$ cat src/hdl/bcpc_pkg.sv
// Shared types, codes and helpers for the battery charge phase controller.
package bcpc_pkg;

  // Timer width and output widths
  localparam int unsigned TIMER_BITS = 24;
  localparam int unsigned TOTAL_BITS = 24;
  localparam int unsigned SAT_BITS   = (TIMER_BITS > TOTAL_BITS) ? TIMER_BITS : TOTAL_BITS;
  localparam int unsigned CFG_DW     = 13;
  localparam int unsigned CFG_AW     = 3;

  typedef logic [TIMER_BITS-1:0] timer_t;

  // Charge phases
  typedef enum logic [2:0] {
    PH_PRE  = 3'd0,
    PH_CC   = 3'd1,
    PH_FULL = 3'd2,
    PH_HOLD = 3'd3,
    PH_ERR  = 3'd4
  } phase_e;

  // Configuration register indexes
  typedef enum logic [CFG_AW-1:0] {
    REG_PRE_TO_CC_MV    = 3'd0,
    REG_RECHARGE_MV     = 3'd1,
    REG_AC_INPUT_MA     = 3'd2,
    REG_NONSTD_INPUT_MA = 3'd3,
    REG_USB_INPUT_MA    = 3'd4,
    REG_CV_TARGET_MV    = 3'd5,
    REG_TICK_SECONDS    = 3'd6,
    REG_FACTORY_LOCK    = 3'd7
  } reg_idx_e;

  // Charger kinds
  localparam logic [2:0] SRC_NONE   = 3'd0;
  localparam logic [2:0] SRC_NONSTD = 3'd3;
  localparam logic [2:0] SRC_STD    = 3'd4;

  // Phase override codes: first and last forcing codes
  localparam logic [2:0] OVR_FIRST = 3'd1;
  localparam logic [2:0] OVR_LAST  = 3'd5;

  // Fixed currents and levels
  localparam logic [11:0] CUR_2000_MA = 12'd2000;
  localparam logic [11:0] CUR_400_MA  = 12'd400;
  localparam logic [11:0] CUR_0_MA    = 12'd0;
  localparam logic [6:0]  FULL_LEVEL  = 7'd100;

  // Configuration set
  typedef struct packed {
    logic [12:0] pre_to_cc_mv;
    logic [12:0] recharge_mv;
    logic [11:0] ac_input_ma;
    logic [11:0] nonstd_input_ma;
    logic [11:0] usb_input_ma;
    logic [12:0] cv_target_mv;
    logic [7:0]  tick_seconds;
    logic        factory_lock;
  } cfg_t;

  // One tick request
  typedef struct packed {
    logic [12:0] bat_mv;
    logic [6:0]  charge_level;
    logic        bat_present;
    logic [2:0]  source_kind;
    logic        charger_done;
    logic [2:0]  phase_override;
  } item_t;

  // Controller state
  typedef struct packed {
    phase_e      phase;
    timer_t      pre_seconds;
    timer_t      cc_seconds;
    timer_t      all_seconds;
    logic        full_mark;
    logic        recharge_mark;
    logic        enable_hold;
    logic [11:0] input_limit_hold;
    logic [11:0] charge_current_hold;
  } state_t;

  // One result
  typedef struct packed {
    phase_e                phase;
    logic                  charge_on;
    logic [11:0]           input_limit_ma;
    logic [11:0]           charge_ma;
    logic [12:0]           cv_mv;
    logic                  full_flag;
    logic                  recharging;
    logic                  meter_reset_pulse;
    logic [TOTAL_BITS-1:0] total_seconds;
  } result_t;

  // Saturating timer add
  function automatic timer_t timer_add(timer_t t, logic [7:0] d);
    logic [TIMER_BITS:0] s;
    s = {1'b0, t} + {{(TIMER_BITS-7){1'b0}}, d};
    return s[TIMER_BITS] ? {TIMER_BITS{1'b1}} : s[TIMER_BITS-1:0];
  endfunction

  // Clamp a timer to the reported total width
  function automatic logic [TOTAL_BITS-1:0] sat_total(timer_t t);
    logic [SAT_BITS-1:0] ext;
    logic [SAT_BITS-1:0] top;
    ext = SAT_BITS'(t);
    top = SAT_BITS'({TOTAL_BITS{1'b1}});
    return (ext > top) ? {TOTAL_BITS{1'b1}} : ext[TOTAL_BITS-1:0];
  endfunction

endpackage

$ cat src/hdl/bcpc_cfg.sv
// Configuration register file with its reset values.
module bcpc_cfg (
  input  logic                       clk_i,
  input  logic                       rst_ni,
  input  logic                       cfg_we_i,
  input  logic [bcpc_pkg::CFG_AW-1:0] cfg_idx_i,
  input  logic [bcpc_pkg::CFG_DW-1:0] cfg_wdata_i,
  output bcpc_pkg::cfg_t             cfg_o
);

  bcpc_pkg::cfg_t cfg_q, cfg_d;

  // Write decode
  always_comb begin
    cfg_d = cfg_q;
    if (cfg_we_i) begin
      unique case (bcpc_pkg::reg_idx_e'(cfg_idx_i))
        bcpc_pkg::REG_PRE_TO_CC_MV:    cfg_d.pre_to_cc_mv    = cfg_wdata_i[12:0];
        bcpc_pkg::REG_RECHARGE_MV:     cfg_d.recharge_mv     = cfg_wdata_i[12:0];
        bcpc_pkg::REG_AC_INPUT_MA:     cfg_d.ac_input_ma     = cfg_wdata_i[11:0];
        bcpc_pkg::REG_NONSTD_INPUT_MA: cfg_d.nonstd_input_ma = cfg_wdata_i[11:0];
        bcpc_pkg::REG_USB_INPUT_MA:    cfg_d.usb_input_ma    = cfg_wdata_i[11:0];
        bcpc_pkg::REG_CV_TARGET_MV:    cfg_d.cv_target_mv    = cfg_wdata_i[12:0];
        bcpc_pkg::REG_TICK_SECONDS:    cfg_d.tick_seconds    = cfg_wdata_i[7:0];
        bcpc_pkg::REG_FACTORY_LOCK:    cfg_d.factory_lock    = cfg_wdata_i[0];
        default:                       cfg_d = cfg_q;
      endcase
    end
  end

  // Register bank
  always_ff @(posedge clk_i or negedge rst_ni) begin
    if (!rst_ni) begin
      cfg_q.pre_to_cc_mv    <= 13'd3400;
      cfg_q.recharge_mv     <= 13'd4250;
      cfg_q.ac_input_ma     <= 12'd1500;
      cfg_q.nonstd_input_ma <= 12'd500;
      cfg_q.usb_input_ma    <= 12'd500;
      cfg_q.cv_target_mv    <= 13'd4350;
      cfg_q.tick_seconds    <= 8'd10;
      cfg_q.factory_lock    <= 1'b0;
    end else begin
      cfg_q <= cfg_d;
    end
  end

  assign cfg_o = cfg_q;

endmodule

$ cat src/hdl/bcpc_step.sv
// Per-tick phase step: next state and result from the current state.
module bcpc_step (
  input  bcpc_pkg::cfg_t    cfg_i,
  input  bcpc_pkg::item_t   item_i,
  input  bcpc_pkg::state_t  state_i,
  output bcpc_pkg::state_t  state_o,
  output bcpc_pkg::result_t result_o
);

  bcpc_pkg::phase_e ph;
  bcpc_pkg::state_t ns;
  logic             pulse;
  logic             run_select;
  logic [11:0]      ilim;
  logic [11:0]      ichg;

  always_comb begin
    ns         = state_i;
    pulse      = 1'b0;
    run_select = 1'b1;
    ilim       = bcpc_pkg::CUR_0_MA;
    ichg       = bcpc_pkg::CUR_0_MA;

    // Forced phase ahead of the step
    ph = state_i.phase;
    if (item_i.phase_override >= bcpc_pkg::OVR_FIRST &&
        item_i.phase_override <= bcpc_pkg::OVR_LAST) begin
      ph = bcpc_pkg::phase_e'(item_i.phase_override - bcpc_pkg::OVR_FIRST);
    end
    ns.phase = ph;

    // Phase action
    unique case (ph)
      bcpc_pkg::PH_PRE: begin
        ns.pre_seconds = bcpc_pkg::timer_add(state_i.pre_seconds, cfg_i.tick_seconds);
        ns.cc_seconds  = '0;
        ns.all_seconds = bcpc_pkg::timer_add(state_i.all_seconds, cfg_i.tick_seconds);
        if (item_i.bat_mv > cfg_i.pre_to_cc_mv) ns.phase = bcpc_pkg::PH_CC;
      end
      bcpc_pkg::PH_CC: begin
        ns.pre_seconds = '0;
        ns.cc_seconds  = bcpc_pkg::timer_add(state_i.cc_seconds, cfg_i.tick_seconds);
        ns.all_seconds = bcpc_pkg::timer_add(state_i.all_seconds, cfg_i.tick_seconds);
        // End of charge
        if (item_i.bat_present && item_i.bat_mv >= cfg_i.recharge_mv &&
            item_i.charger_done) begin
          if (item_i.charge_level >= bcpc_pkg::FULL_LEVEL) ns.phase = bcpc_pkg::PH_FULL;
          ns.full_mark = 1'b1;
          pulse        = 1'b1;
        end
      end
      bcpc_pkg::PH_FULL: begin
        ns.full_mark     = 1'b1;
        ns.all_seconds   = '0;
        ns.pre_seconds   = '0;
        ns.cc_seconds    = '0;
        ns.recharge_mark = 1'b0;
        // Recharge start
        if (item_i.charge_level < bcpc_pkg::FULL_LEVEL ||
            item_i.bat_mv <= cfg_i.recharge_mv) begin
          ns.recharge_mark = 1'b1;
          ns.full_mark     = 1'b0;
          ns.phase         = bcpc_pkg::PH_CC;
        end
      end
      bcpc_pkg::PH_HOLD: begin
        ns.phase = bcpc_pkg::PH_HOLD;
      end
      bcpc_pkg::PH_ERR: begin
        ns.all_seconds = '0;
        ns.pre_seconds = '0;
        ns.cc_seconds  = '0;
        ns.enable_hold = 1'b0;
        run_select     = 1'b0;
      end
      default: begin
        ns.phase   = bcpc_pkg::PH_PRE;
        run_select = 1'b0;
      end
    endcase

    // Current selection by charger kind; the hold phase lowers charge current to 400 mA
    case (item_i.source_kind)
      bcpc_pkg::SRC_NONE: begin
        ilim = bcpc_pkg::CUR_0_MA;
        ichg = bcpc_pkg::CUR_0_MA;
      end
      bcpc_pkg::SRC_NONSTD: begin
        ilim = cfg_i.nonstd_input_ma;
        ichg = bcpc_pkg::CUR_2000_MA;
      end
      bcpc_pkg::SRC_STD: begin
        ilim = cfg_i.ac_input_ma;
        ichg = bcpc_pkg::CUR_2000_MA;
      end
      default: begin
        ilim = cfg_i.usb_input_ma;
        ichg = bcpc_pkg::CUR_2000_MA;
      end
    endcase
    if (ns.phase == bcpc_pkg::PH_HOLD) ichg = bcpc_pkg::CUR_400_MA;

    // Enable decision on the updated phase
    if (run_select) begin
      if (ns.phase == bcpc_pkg::PH_ERR || cfg_i.factory_lock ||
          ns.phase == bcpc_pkg::PH_FULL) begin
        ns.enable_hold = 1'b0;
      end else begin
        ns.input_limit_hold    = ilim;
        ns.charge_current_hold = ichg;
        ns.enable_hold         = (ilim != bcpc_pkg::CUR_0_MA) && (ichg != bcpc_pkg::CUR_0_MA);
      end
    end
  end

  // Result from the updated state
  always_comb begin
    result_o.phase             = ns.phase;
    result_o.charge_on         = ns.enable_hold;
    result_o.input_limit_ma    = ns.input_limit_hold;
    result_o.charge_ma         = ns.charge_current_hold;
    result_o.cv_mv             = ns.enable_hold ? cfg_i.cv_target_mv : 13'd0;
    result_o.full_flag         = ns.full_mark;
    result_o.recharging        = ns.recharge_mark;
    result_o.meter_reset_pulse = pulse;
    result_o.total_seconds     = bcpc_pkg::sat_total(ns.all_seconds);
  end

  assign state_o = ns;

endmodule

$ cat src/hdl/battery_charge_phase_controller.sv
// Top level: input register, phase state, step logic and result register.
// Flow: a request is taken into the input register and stepped when the output
// register is free or being drained; its result is then offered from the output register.
// Throughput: one request per cycle while results are drained; the single state
// update per step is the only loop, and the output register lets a new request in while a result waits.
// Reset: asynchronous, active low; phase returns to precharge, timers and held
// currents clear, and configuration takes its default values.
module battery_charge_phase_controller (
  input  logic        clk_i,
  input  logic        rst_ni,
  // Configuration write port
  input  logic        cfg_we_i,
  input  logic [2:0]  cfg_idx_i,
  input  logic [12:0] cfg_wdata_i,
  // Tick requests
  input  logic        in_valid_i,
  output logic        in_ready_o,
  input  logic [12:0] bat_mv_i,
  input  logic [6:0]  charge_level_i,
  input  logic        bat_present_i,
  input  logic [2:0]  source_kind_i,
  input  logic        charger_done_i,
  input  logic [2:0]  phase_override_i,
  // Results
  output logic        out_valid_o,
  input  logic        out_ready_i,
  output logic [2:0]  phase_o,
  output logic        charge_on_o,
  output logic [11:0] input_limit_ma_o,
  output logic [11:0] charge_ma_o,
  output logic [12:0] cv_mv_o,
  output logic        full_flag_o,
  output logic        recharging_o,
  output logic        meter_reset_pulse_o,
  output logic [23:0] total_seconds_o
);

  bcpc_pkg::cfg_t    cfg;
  bcpc_pkg::item_t   item_q;
  bcpc_pkg::state_t  state_q, state_d;
  bcpc_pkg::result_t res_q, res_d;
  logic              in_valid_q;
  logic              out_valid_q;
  logic              advance;
  logic              in_take;

  bcpc_cfg u_cfg (
    .clk_i       (clk_i),
    .rst_ni      (rst_ni),
    .cfg_we_i    (cfg_we_i),
    .cfg_idx_i   (cfg_idx_i),
    .cfg_wdata_i (cfg_wdata_i),
    .cfg_o       (cfg)
  );

  bcpc_step u_step (
    .cfg_i    (cfg),
    .item_i   (item_q),
    .state_i  (state_q),
    .state_o  (state_d),
    .result_o (res_d)
  );

  // Handshake: step when the output register is free or being drained
  assign advance    = in_valid_q && (!out_valid_q || out_ready_i);
  assign in_ready_o = !in_valid_q || advance;
  assign in_take    = in_valid_i && in_ready_o;

  // Input register
  always_ff @(posedge clk_i or negedge rst_ni) begin
    if (!rst_ni) begin
      in_valid_q <= 1'b0;
    end else if (in_take) begin
      in_valid_q <= 1'b1;
    end else if (advance) begin
      in_valid_q <= 1'b0;
    end
  end

  always_ff @(posedge clk_i) begin
    if (in_take) begin
      item_q.bat_mv         <= bat_mv_i;
      item_q.charge_level   <= charge_level_i;
      item_q.bat_present    <= bat_present_i;
      item_q.source_kind    <= source_kind_i;
      item_q.charger_done   <= charger_done_i;
      item_q.phase_override <= phase_override_i;
    end
  end

  // Controller state
  always_ff @(posedge clk_i or negedge rst_ni) begin
    if (!rst_ni) begin
      state_q.phase               <= bcpc_pkg::PH_PRE;
      state_q.pre_seconds         <= '0;
      state_q.cc_seconds          <= '0;
      state_q.all_seconds         <= '0;
      state_q.full_mark           <= 1'b0;
      state_q.recharge_mark       <= 1'b0;
      state_q.enable_hold         <= 1'b0;
      state_q.input_limit_hold    <= '0;
      state_q.charge_current_hold <= '0;
    end else if (advance) begin
      state_q <= state_d;
    end
  end

  // Result register
  always_ff @(posedge clk_i or negedge rst_ni) begin
    if (!rst_ni) begin
      out_valid_q <= 1'b0;
    end else if (advance) begin
      out_valid_q <= 1'b1;
    end else if (out_ready_i) begin
      out_valid_q <= 1'b0;
    end
  end

  always_ff @(posedge clk_i) begin
    if (advance) res_q <= res_d;
  end

  assign out_valid_o         = out_valid_q;
  assign phase_o             = 3'(res_q.phase);
  assign charge_on_o         = res_q.charge_on;
  assign input_limit_ma_o    = res_q.input_limit_ma;
  assign charge_ma_o         = res_q.charge_ma;
  assign cv_mv_o             = res_q.cv_mv;
  assign full_flag_o         = res_q.full_flag;
  assign recharging_o        = res_q.recharging;
  assign meter_reset_pulse_o = res_q.meter_reset_pulse;
  assign total_seconds_o     = res_q.total_seconds;

`ifndef ASSERT_OFF
  // Charging is never on in full or error
  a_on_not_full_err: assert property (@(posedge clk_i) disable iff (!rst_ni)
    (out_valid_o && charge_on_o) |->
      (res_q.phase != bcpc_pkg::PH_FULL && res_q.phase != bcpc_pkg::PH_ERR))
    else $error("charge enabled in full or error phase");

  // An enabled charger always has non-zero currents
  a_on_currents: assert property (@(posedge clk_i) disable iff (!rst_ni)
    (out_valid_o && charge_on_o) |-> (input_limit_ma_o != 12'd0 && charge_ma_o != 12'd0))
    else $error("charge enabled with zero current");

  // Voltage target only goes out with enable
  a_cv_gated: assert property (@(posedge clk_i) disable iff (!rst_ni)
    (out_valid_o && !charge_on_o) |-> (cv_mv_o == 13'd0))
    else $error("cv target sent while disabled");

  // Gauge reset request comes with the full flag
  a_pulse_full: assert property (@(posedge clk_i) disable iff (!rst_ni)
    (out_valid_o && meter_reset_pulse_o) |-> full_flag_o)
    else $error("meter reset without full flag");

  // Error phase stays unless forced into another phase
  a_err_sticky: assert property (@(posedge clk_i) disable iff (!rst_ni)
    (advance && state_q.phase == bcpc_pkg::PH_ERR &&
     !(item_q.phase_override >= bcpc_pkg::OVR_FIRST &&
       item_q.phase_override < bcpc_pkg::OVR_LAST))
    |=> (state_q.phase == bcpc_pkg::PH_ERR))
    else $error("error phase left without override");
`endif

endmodule
$ cat config.mk
export PLATFORM = sky130hd
export DESIGN_NAME = battery_charge_phase_controller
export DESIGN_NICKNAME = d
export VERILOG_FILES = /design/src/hdl/bcpc_pkg.sv /design/src/hdl/bcpc_cfg.sv /design/src/hdl/bcpc_step.sv /design/src/hdl/battery_charge_phase_controller.sv
export SDC_FILE = /design/constraint.sdc
export NUM_CORES = 1
export LEC_CHECK = 0
export BUFFER_PORTS_ARGS = -buffer_cell sky130_fd_sc_hd__buf_2
export CAP_MARGIN = 5
export CORE_MARGIN = 2
export CORE_UTILIZATION = 53
export CTS_CLUSTER_SIZE = 12
export DETAILED_ROUTE_END_ITERATION = 10
export PLACE_DENSITY_LB_ADDON = 0.25
export SYNTH_ARGS = -nofsm -noshare
export SYNTH_HDL_FRONTEND = slang
export SYNTH_SLANG_ARGS = --single-unit
$ cat constraint.sdc
create_clock -name clk_i -period 3.2 [get_ports clk_i]
set_clock_uncertainty 0.1 [all_clocks]
set_input_delay 0.32 -clock clk_i [delete_from_list [all_inputs] [get_ports clk_i]]
set_output_delay 0.32 -clock clk_i [all_outputs]
set_load 0.01 [all_outputs]
-- Word level (Yosys, flattened, before mapping)
Index checks and enable logic that the tools add are counted.
- flip-flop bits (word level): 284
- logic and storage cells: 121
- $add $sub $neg: 4
- $lt $le $gt $ge: 8
- equal/unequal tests: 16
- multiplexer cells: 27
- reduce and logical (&&, ||, !) cells: 32
- operators by type and width (kind ; number):
    one-hot mux 72 bit (3 select lines) ; 1
    2-to-1 mux 24 bit ; 4
    adder 24 x 8 -> 25 bit ; 3
    one-hot mux 12 bit (3 select lines) ; 1
    2-to-1 mux 25 bit ; 1
    > comparator 24 bit, second input constant ; 1
    nonzero test 12 bit ; 2
    2-to-1 mux 11 bit ; 2
    == test 3 x 2 -> 1 bit, second input constant ; 7
    == test 3 bit, second input constant ; 7
    AND reduction 2 bit ; 9
    2-to-1 mux 3 bit ; 5
    one-hot mux 3 bit (5 select lines) ; 1
    greater-or-equal comparator 13 bit ; 1
    > comparator 13 bit ; 1
    <= comparator 13 bit ; 1
    2-to-1 mux 1 bit ; 10
    zero test 3 bit ; 3
    greater-or-equal comparator 7 bit, second input constant ; 1
    < comparator 7 bit, second input constant ; 1
    == test 3 x 1 -> 1 bit, second input constant ; 2
    logical AND 1 bit ; 6
    logical OR 1 bit ; 5
    nonzero test 2 bit ; 2
    9 further kinds ; 10

-- Longest topological paths before layout
- depth in word-level cells: 12
- depth in mapped cells: 12
- gate-level depth less buffers: 9

-- Cells and area by module
From an unflattened synthesis, not the netlist that was laid out.
- cells, all modules: 1320
- area total of the unflattened synthesis: 15361.0 um^2
- by module, submodules not included (module ; times used ; cells an instance ; area an instance (um^2) ; sequential area each (um^2)):
    battery_charge_phase_controller ; 1 ; 320 ; 7113.1 ; 5485.3
    bcpc_step ; 1 ; 816 ; 5014.8 ; 0.0
    bcpc_cfg ; 1 ; 184 ; 3233.1 ; 2150.8

-- Worst setup path before layout
No wires, ideal clock.
- path type: register -> register
- start: reg u_cfg.cfg_q (netlist bit u_cfg.cfg_o[70])
- end: reg res_q (netlist bit input_limit_ma_o[10]), data pin
- library setup time: 0.260 ns
- arrival time: 2.855 ns
- required time: 2.840 ns
- setup slack: -0.015 ns
- stages on the path, launching flop included: 11
- buffers on the path: 1
- clock period less this slack: 3.215 ns
- path through: dfstp_2 inv_1 ha_1 and4_1 and2_1 a221oi_1 o21ai_0 a32o_2 a21oi_2 buf_6 mux2_4
- RTL lines (item ; RTL line ; source):
    from (decl) ; bcpc_cfg.sv:11 ; bcpc_pkg::cfg_t cfg_q, cfg_d;
    from (signal assigned) ; bcpc_cfg.sv:43 ; cfg_q <= cfg_d;
    to (signal assigned) ; battery_charge_phase_controller.sv:120 ; if (advance) res_q <= res_d;
    to (decl) ; battery_charge_phase_controller.sv:41 ; bcpc_pkg::result_t res_q, res_d;

==> impl_results.md <==
* Final wirelength at 24700 µm
* Final non-filler cell total at 1359
* Clock Tree Buf Depth at 3
* Worst Hold Class: input port to flop
* Post-Synthesis Cell Area at 11000 µm²
* 1st-iter DRT viols at 389
* # fillers at 1548
* P&R area growth vs syn at 21.8%
* First-pass GRT wire length at 39100 µm
* # port buffers at 116
* Post-synthesis cell type count at 71
* Yosys reg bits at 234
* Multi-input logic area at 4280 µm²
* Net Count, Synth at 968
* Final setup viols at 0
* CP Max Fanout at 24
* TritonCTS clock tree: built
* Floorplan core area at 20300 µm²
* RSZ-0062 raised after global routing: true
* Sequential share of the synthesized area at 0.581
* Reg area at 6370 µm²
* Number of global-route vias before repair at 7511
* Gp weighted congestion at 0.838
* Vias per inst at 5.67
* Crit path cell chain: inv_1, ha_1, and4_1, and2_4, a221oi_2, o21ai_1, a32o_2, buf_12, a211oi_4, buf_12, mux2_2
* Htree depth at 1
* Number of synthesized flops with an enable pin at 94
* Max Cap Viol at 0
* Total power at 0.00942 W
* Post-route ant nets at 0
* Required @ worst endpoint at 3.51 ns
* Max Clk Rate at 323 MHz
* Crit path arrival time at 3.41 ns
* Worst skew pair latency at 0.53 ns
* CP most frequent cell: buf_12
* Tcrit/Tclk final at 0.968
* Post-Synthesis Cells at 882
* Main synth FF type: dfrtp_1
* Syn Area/Cell at 12.4 µm²
* Status: finished, final reports clean
* Fraction of layout cells with a size suffix above 1 at 0.327
* Post-placement cell count at 1270
* Antenna violations before repair at 1
* I/O pin cnt at 119
* Number of cell rows at 52
* GRT Overall Usage at 0.224
* Clock-pin transition on the worst setup and hold timing paths at 0.06 ns
* Clock Sinks at 234
* Gr ovfl total at 0
* CTS Buf Count at 26
* DRC Markers at 0
* Via Count at 7701
* Critical path class: flop to flop
* Rel. slew slack at 0.425
* Setup WS post-layout at 0.101 ns
* Die area at 21900 µm²
* Hold Fails Final Rpt at 0
* Die Y at 148 µm
* Worst Setup End Kind: flop
* Max Slew Vio Count at 0
* Slew @ Worst Pin at 0.858 ns
* PD cells at 705 nW/µm²
* Worst Path Buf+Inv at 3
* Leak at 5.73 nW
* Slowest cell on crit path: dfstp_2
* DP Worst Slack at 0.0786 ns
* Yosys warns at 0
* Root buffer cell: clkbuf_16
* Drt wl/cell at 18.2 µm
* Async set-reset flop share out of synthesis at 0.598
* Final min period at 3.10 ns
* Crit path max-delay family: compound AO/OA/AOI/OAI gates
* Nets@finish at 1153
* Critical path's largest stage delay at 0.51 ns
* Starting Density at 0.540
* DR pass1 iterations at 5
* Die width at 148 µm
* Largest net degree at the start of global routing at 80
* Crit start category: flop
* Final HPWL DP at 16400 µm
* Peak supply drop at 0.000484 V
* Setup TNS at 0 ns
## logic make-up (layout without fill, tap and decap cells)
| group | Yosys count | in the layout | share of synthesized area |
|---|---|---|---|
| AOI/OAI and AO/OA | 236 | 236 | 0.139 |
| DFF | 234 | 234 | 0.581 |
| and+or+nand+nor | 171 | 171 | 0.0789 |
| muxes | 111 | 111 | 0.119 |
| buffers and inverters | 86 | 291 | 0.0336 |
| adders and majority gates | 38 | 38 | 0.0439 |
| xor gates and xnor gates | 6 | 6 | 0.00479 |
| other | 0 | 2 | 0 |
## layout make-up
class                   count  share of cell area
diodes                      2            0.000374
well taps                 270              0.0253
repair buffers            198               0.103
multi-input cells         562               0.320
clock buffers              40              0.0564
inverters                  45              0.0126
flip-flops and latches    234               0.477
clock inverters             8             0.00505
## metrics by stage
step,cell area [µm²],hold slack [ns],util
4_1_cts,13200,0.0199,0.651
5_1_grt,13400,0.0336,0.658
2_1_floorplan,11000,-0.0756,-
3_5_place_dp,12100,0.303,0.595
6_report,13400,0.0371,0.658
3_3_place_gp,12100,0.299,0.595
## worst register-to-register path: cells and delay by family (launching register included)
family          cells  cell delay [ns]
compound gates      4             0.87
flops               1             0.51
fa+ha+maj           1             0.29
simple gates        2             0.42
buf+inv             3             0.42
mux                 1             0.36
## state kept, by name, indices dropped and copies added (netlist names)
name,count
state_q,54
total_seconds_o,24
full_flag_o,1
input_limit_ma_o,12
out_valid_o,1
recharging_o,1
meter_reset_pulse_o,1
in_valid_q,1
item_q,26
charge_on_o,1
cv_mv_o,13
u_cfg.cfg_o,84
charge_ma_o,12
phase_o,3
## where the power goes
group | internal [W] | switching (W) | total [W] | leakage [nW]
Combinational | 0.00116 | 0.00124 | 0.00240 | 2.75
Sequential | 0.00386 | 0.000307 | 0.00416 | 2.58
Clock | 0.00170 | 0.00116 | 0.00286 | 0.406
Total | 0.00672 | 0.00270 | 0.00942 | 5.73
## layer usage
layer / vias to the layer above / global-route usage / wire (µm) / part of all wire
met5: - / 0 / 0 / 0
met1: 3797 / 0.304 / 11000 / 0.44
met2: 223 / 0.377 / 11900 / 0.48
met3: 42 / 0.0386 / 1210 / 0.049
li1: 3639 / - / - / -
met4: 0 / 0.0610 / 583 / 0.024
## cell usage in the layout, fill, tap and decap left out, drive strengths merged, types with 3 or more instances in the layout
cell           n
nor3           8
clkbuf        42
o22a           4
clkinv         6
mux2i         18
dfrtp        101
a21oi         65
and3           3
nand4b         3
nor4           8
ha            36
xnor2          4
o21ai         67
and2           4
a22o           8
a211oi         7
o21bai         3
a31o           3
nand2b        10
nand2         67
dfstp         39
nand3          9
nor2          19
buf          163
mux2          93
a21o           9
dlygate4sd3   33
and4           4
nand4          9
inv           46
nor2b         17
a221oi        13
o21a           4
o2bb2ai        3
a2111oi        4
a211o          3
a21boi        15
o31ai          4
a31oi         11
edfxtp        94
## Yosys cell counts (all sizes together), types with 3 or more instances
cell type,instances,share of area
a22o,8,0.0064
nand2b,10,0.0057
buf,13,0.0087
a221oi,13,0.010
a21o,9,0.0062
nand4,9,0.0051
nand3,9,0.0041
nand2,67,0.023
and4,4,0.0032
o31ai,4,0.0032
and2,4,0.0023
mux2,93,0.10
ha,36,0.041
a21boi,15,0.010
dfrtp,101,0.23
o21ai,67,0.031
inv,44,0.015
nor2,19,0.0067
xnor2,4,0.0032
edfxtp,94,0.26
nor3,8,0.0036
a2111oi,4,0.0032
a211o,3,0.0024
dfstp,39,0.093
o21a,4,0.0027
nor2b,17,0.0097
nor4,8,0.0046
o21bai,3,0.0021
and3,3,0.0017
clkbuf,28,0.0096
a31oi,11,0.0063
a21oi,65,0.030
o22a,4,0.0032
a211oi,7,0.0059
a31o,3,0.0024
o2bb2ai,3,0.0024
mux2i,18,0.016
nand4b,3,0.0024
## worst paths after layout
path / cells after the start / slack, ns / to / start
worst max-delay path: 11 / 0.10 / state_q[10] / u_cfg.cfg_o[65]
worst min-delay path: 3 / 0.04 / u_cfg.cfg_o[77] / cfg_wdata_i[6]
worst max register to register: 11 / 0.10 / state_q[10] / u_cfg.cfg_o[65]
worst min register to register: 2 / 0.39 / state_q[100] / state_q[100]
max in group asynchronous: 3 / 1.77 / state_q[49] / rst_ni
min in group asynchronous: 2 / 0.29 / state_q[46] / rst_ni
## timing repair
item                                    in CTS  in global routing
resized for setup                            0                 11
hold buffers                                33                  0
buffers inserted                             0                  4
hold endpoints to repair                    87                  0
endpoints found under the setup margin       0                 43
(Power assumes the default switching activity.)
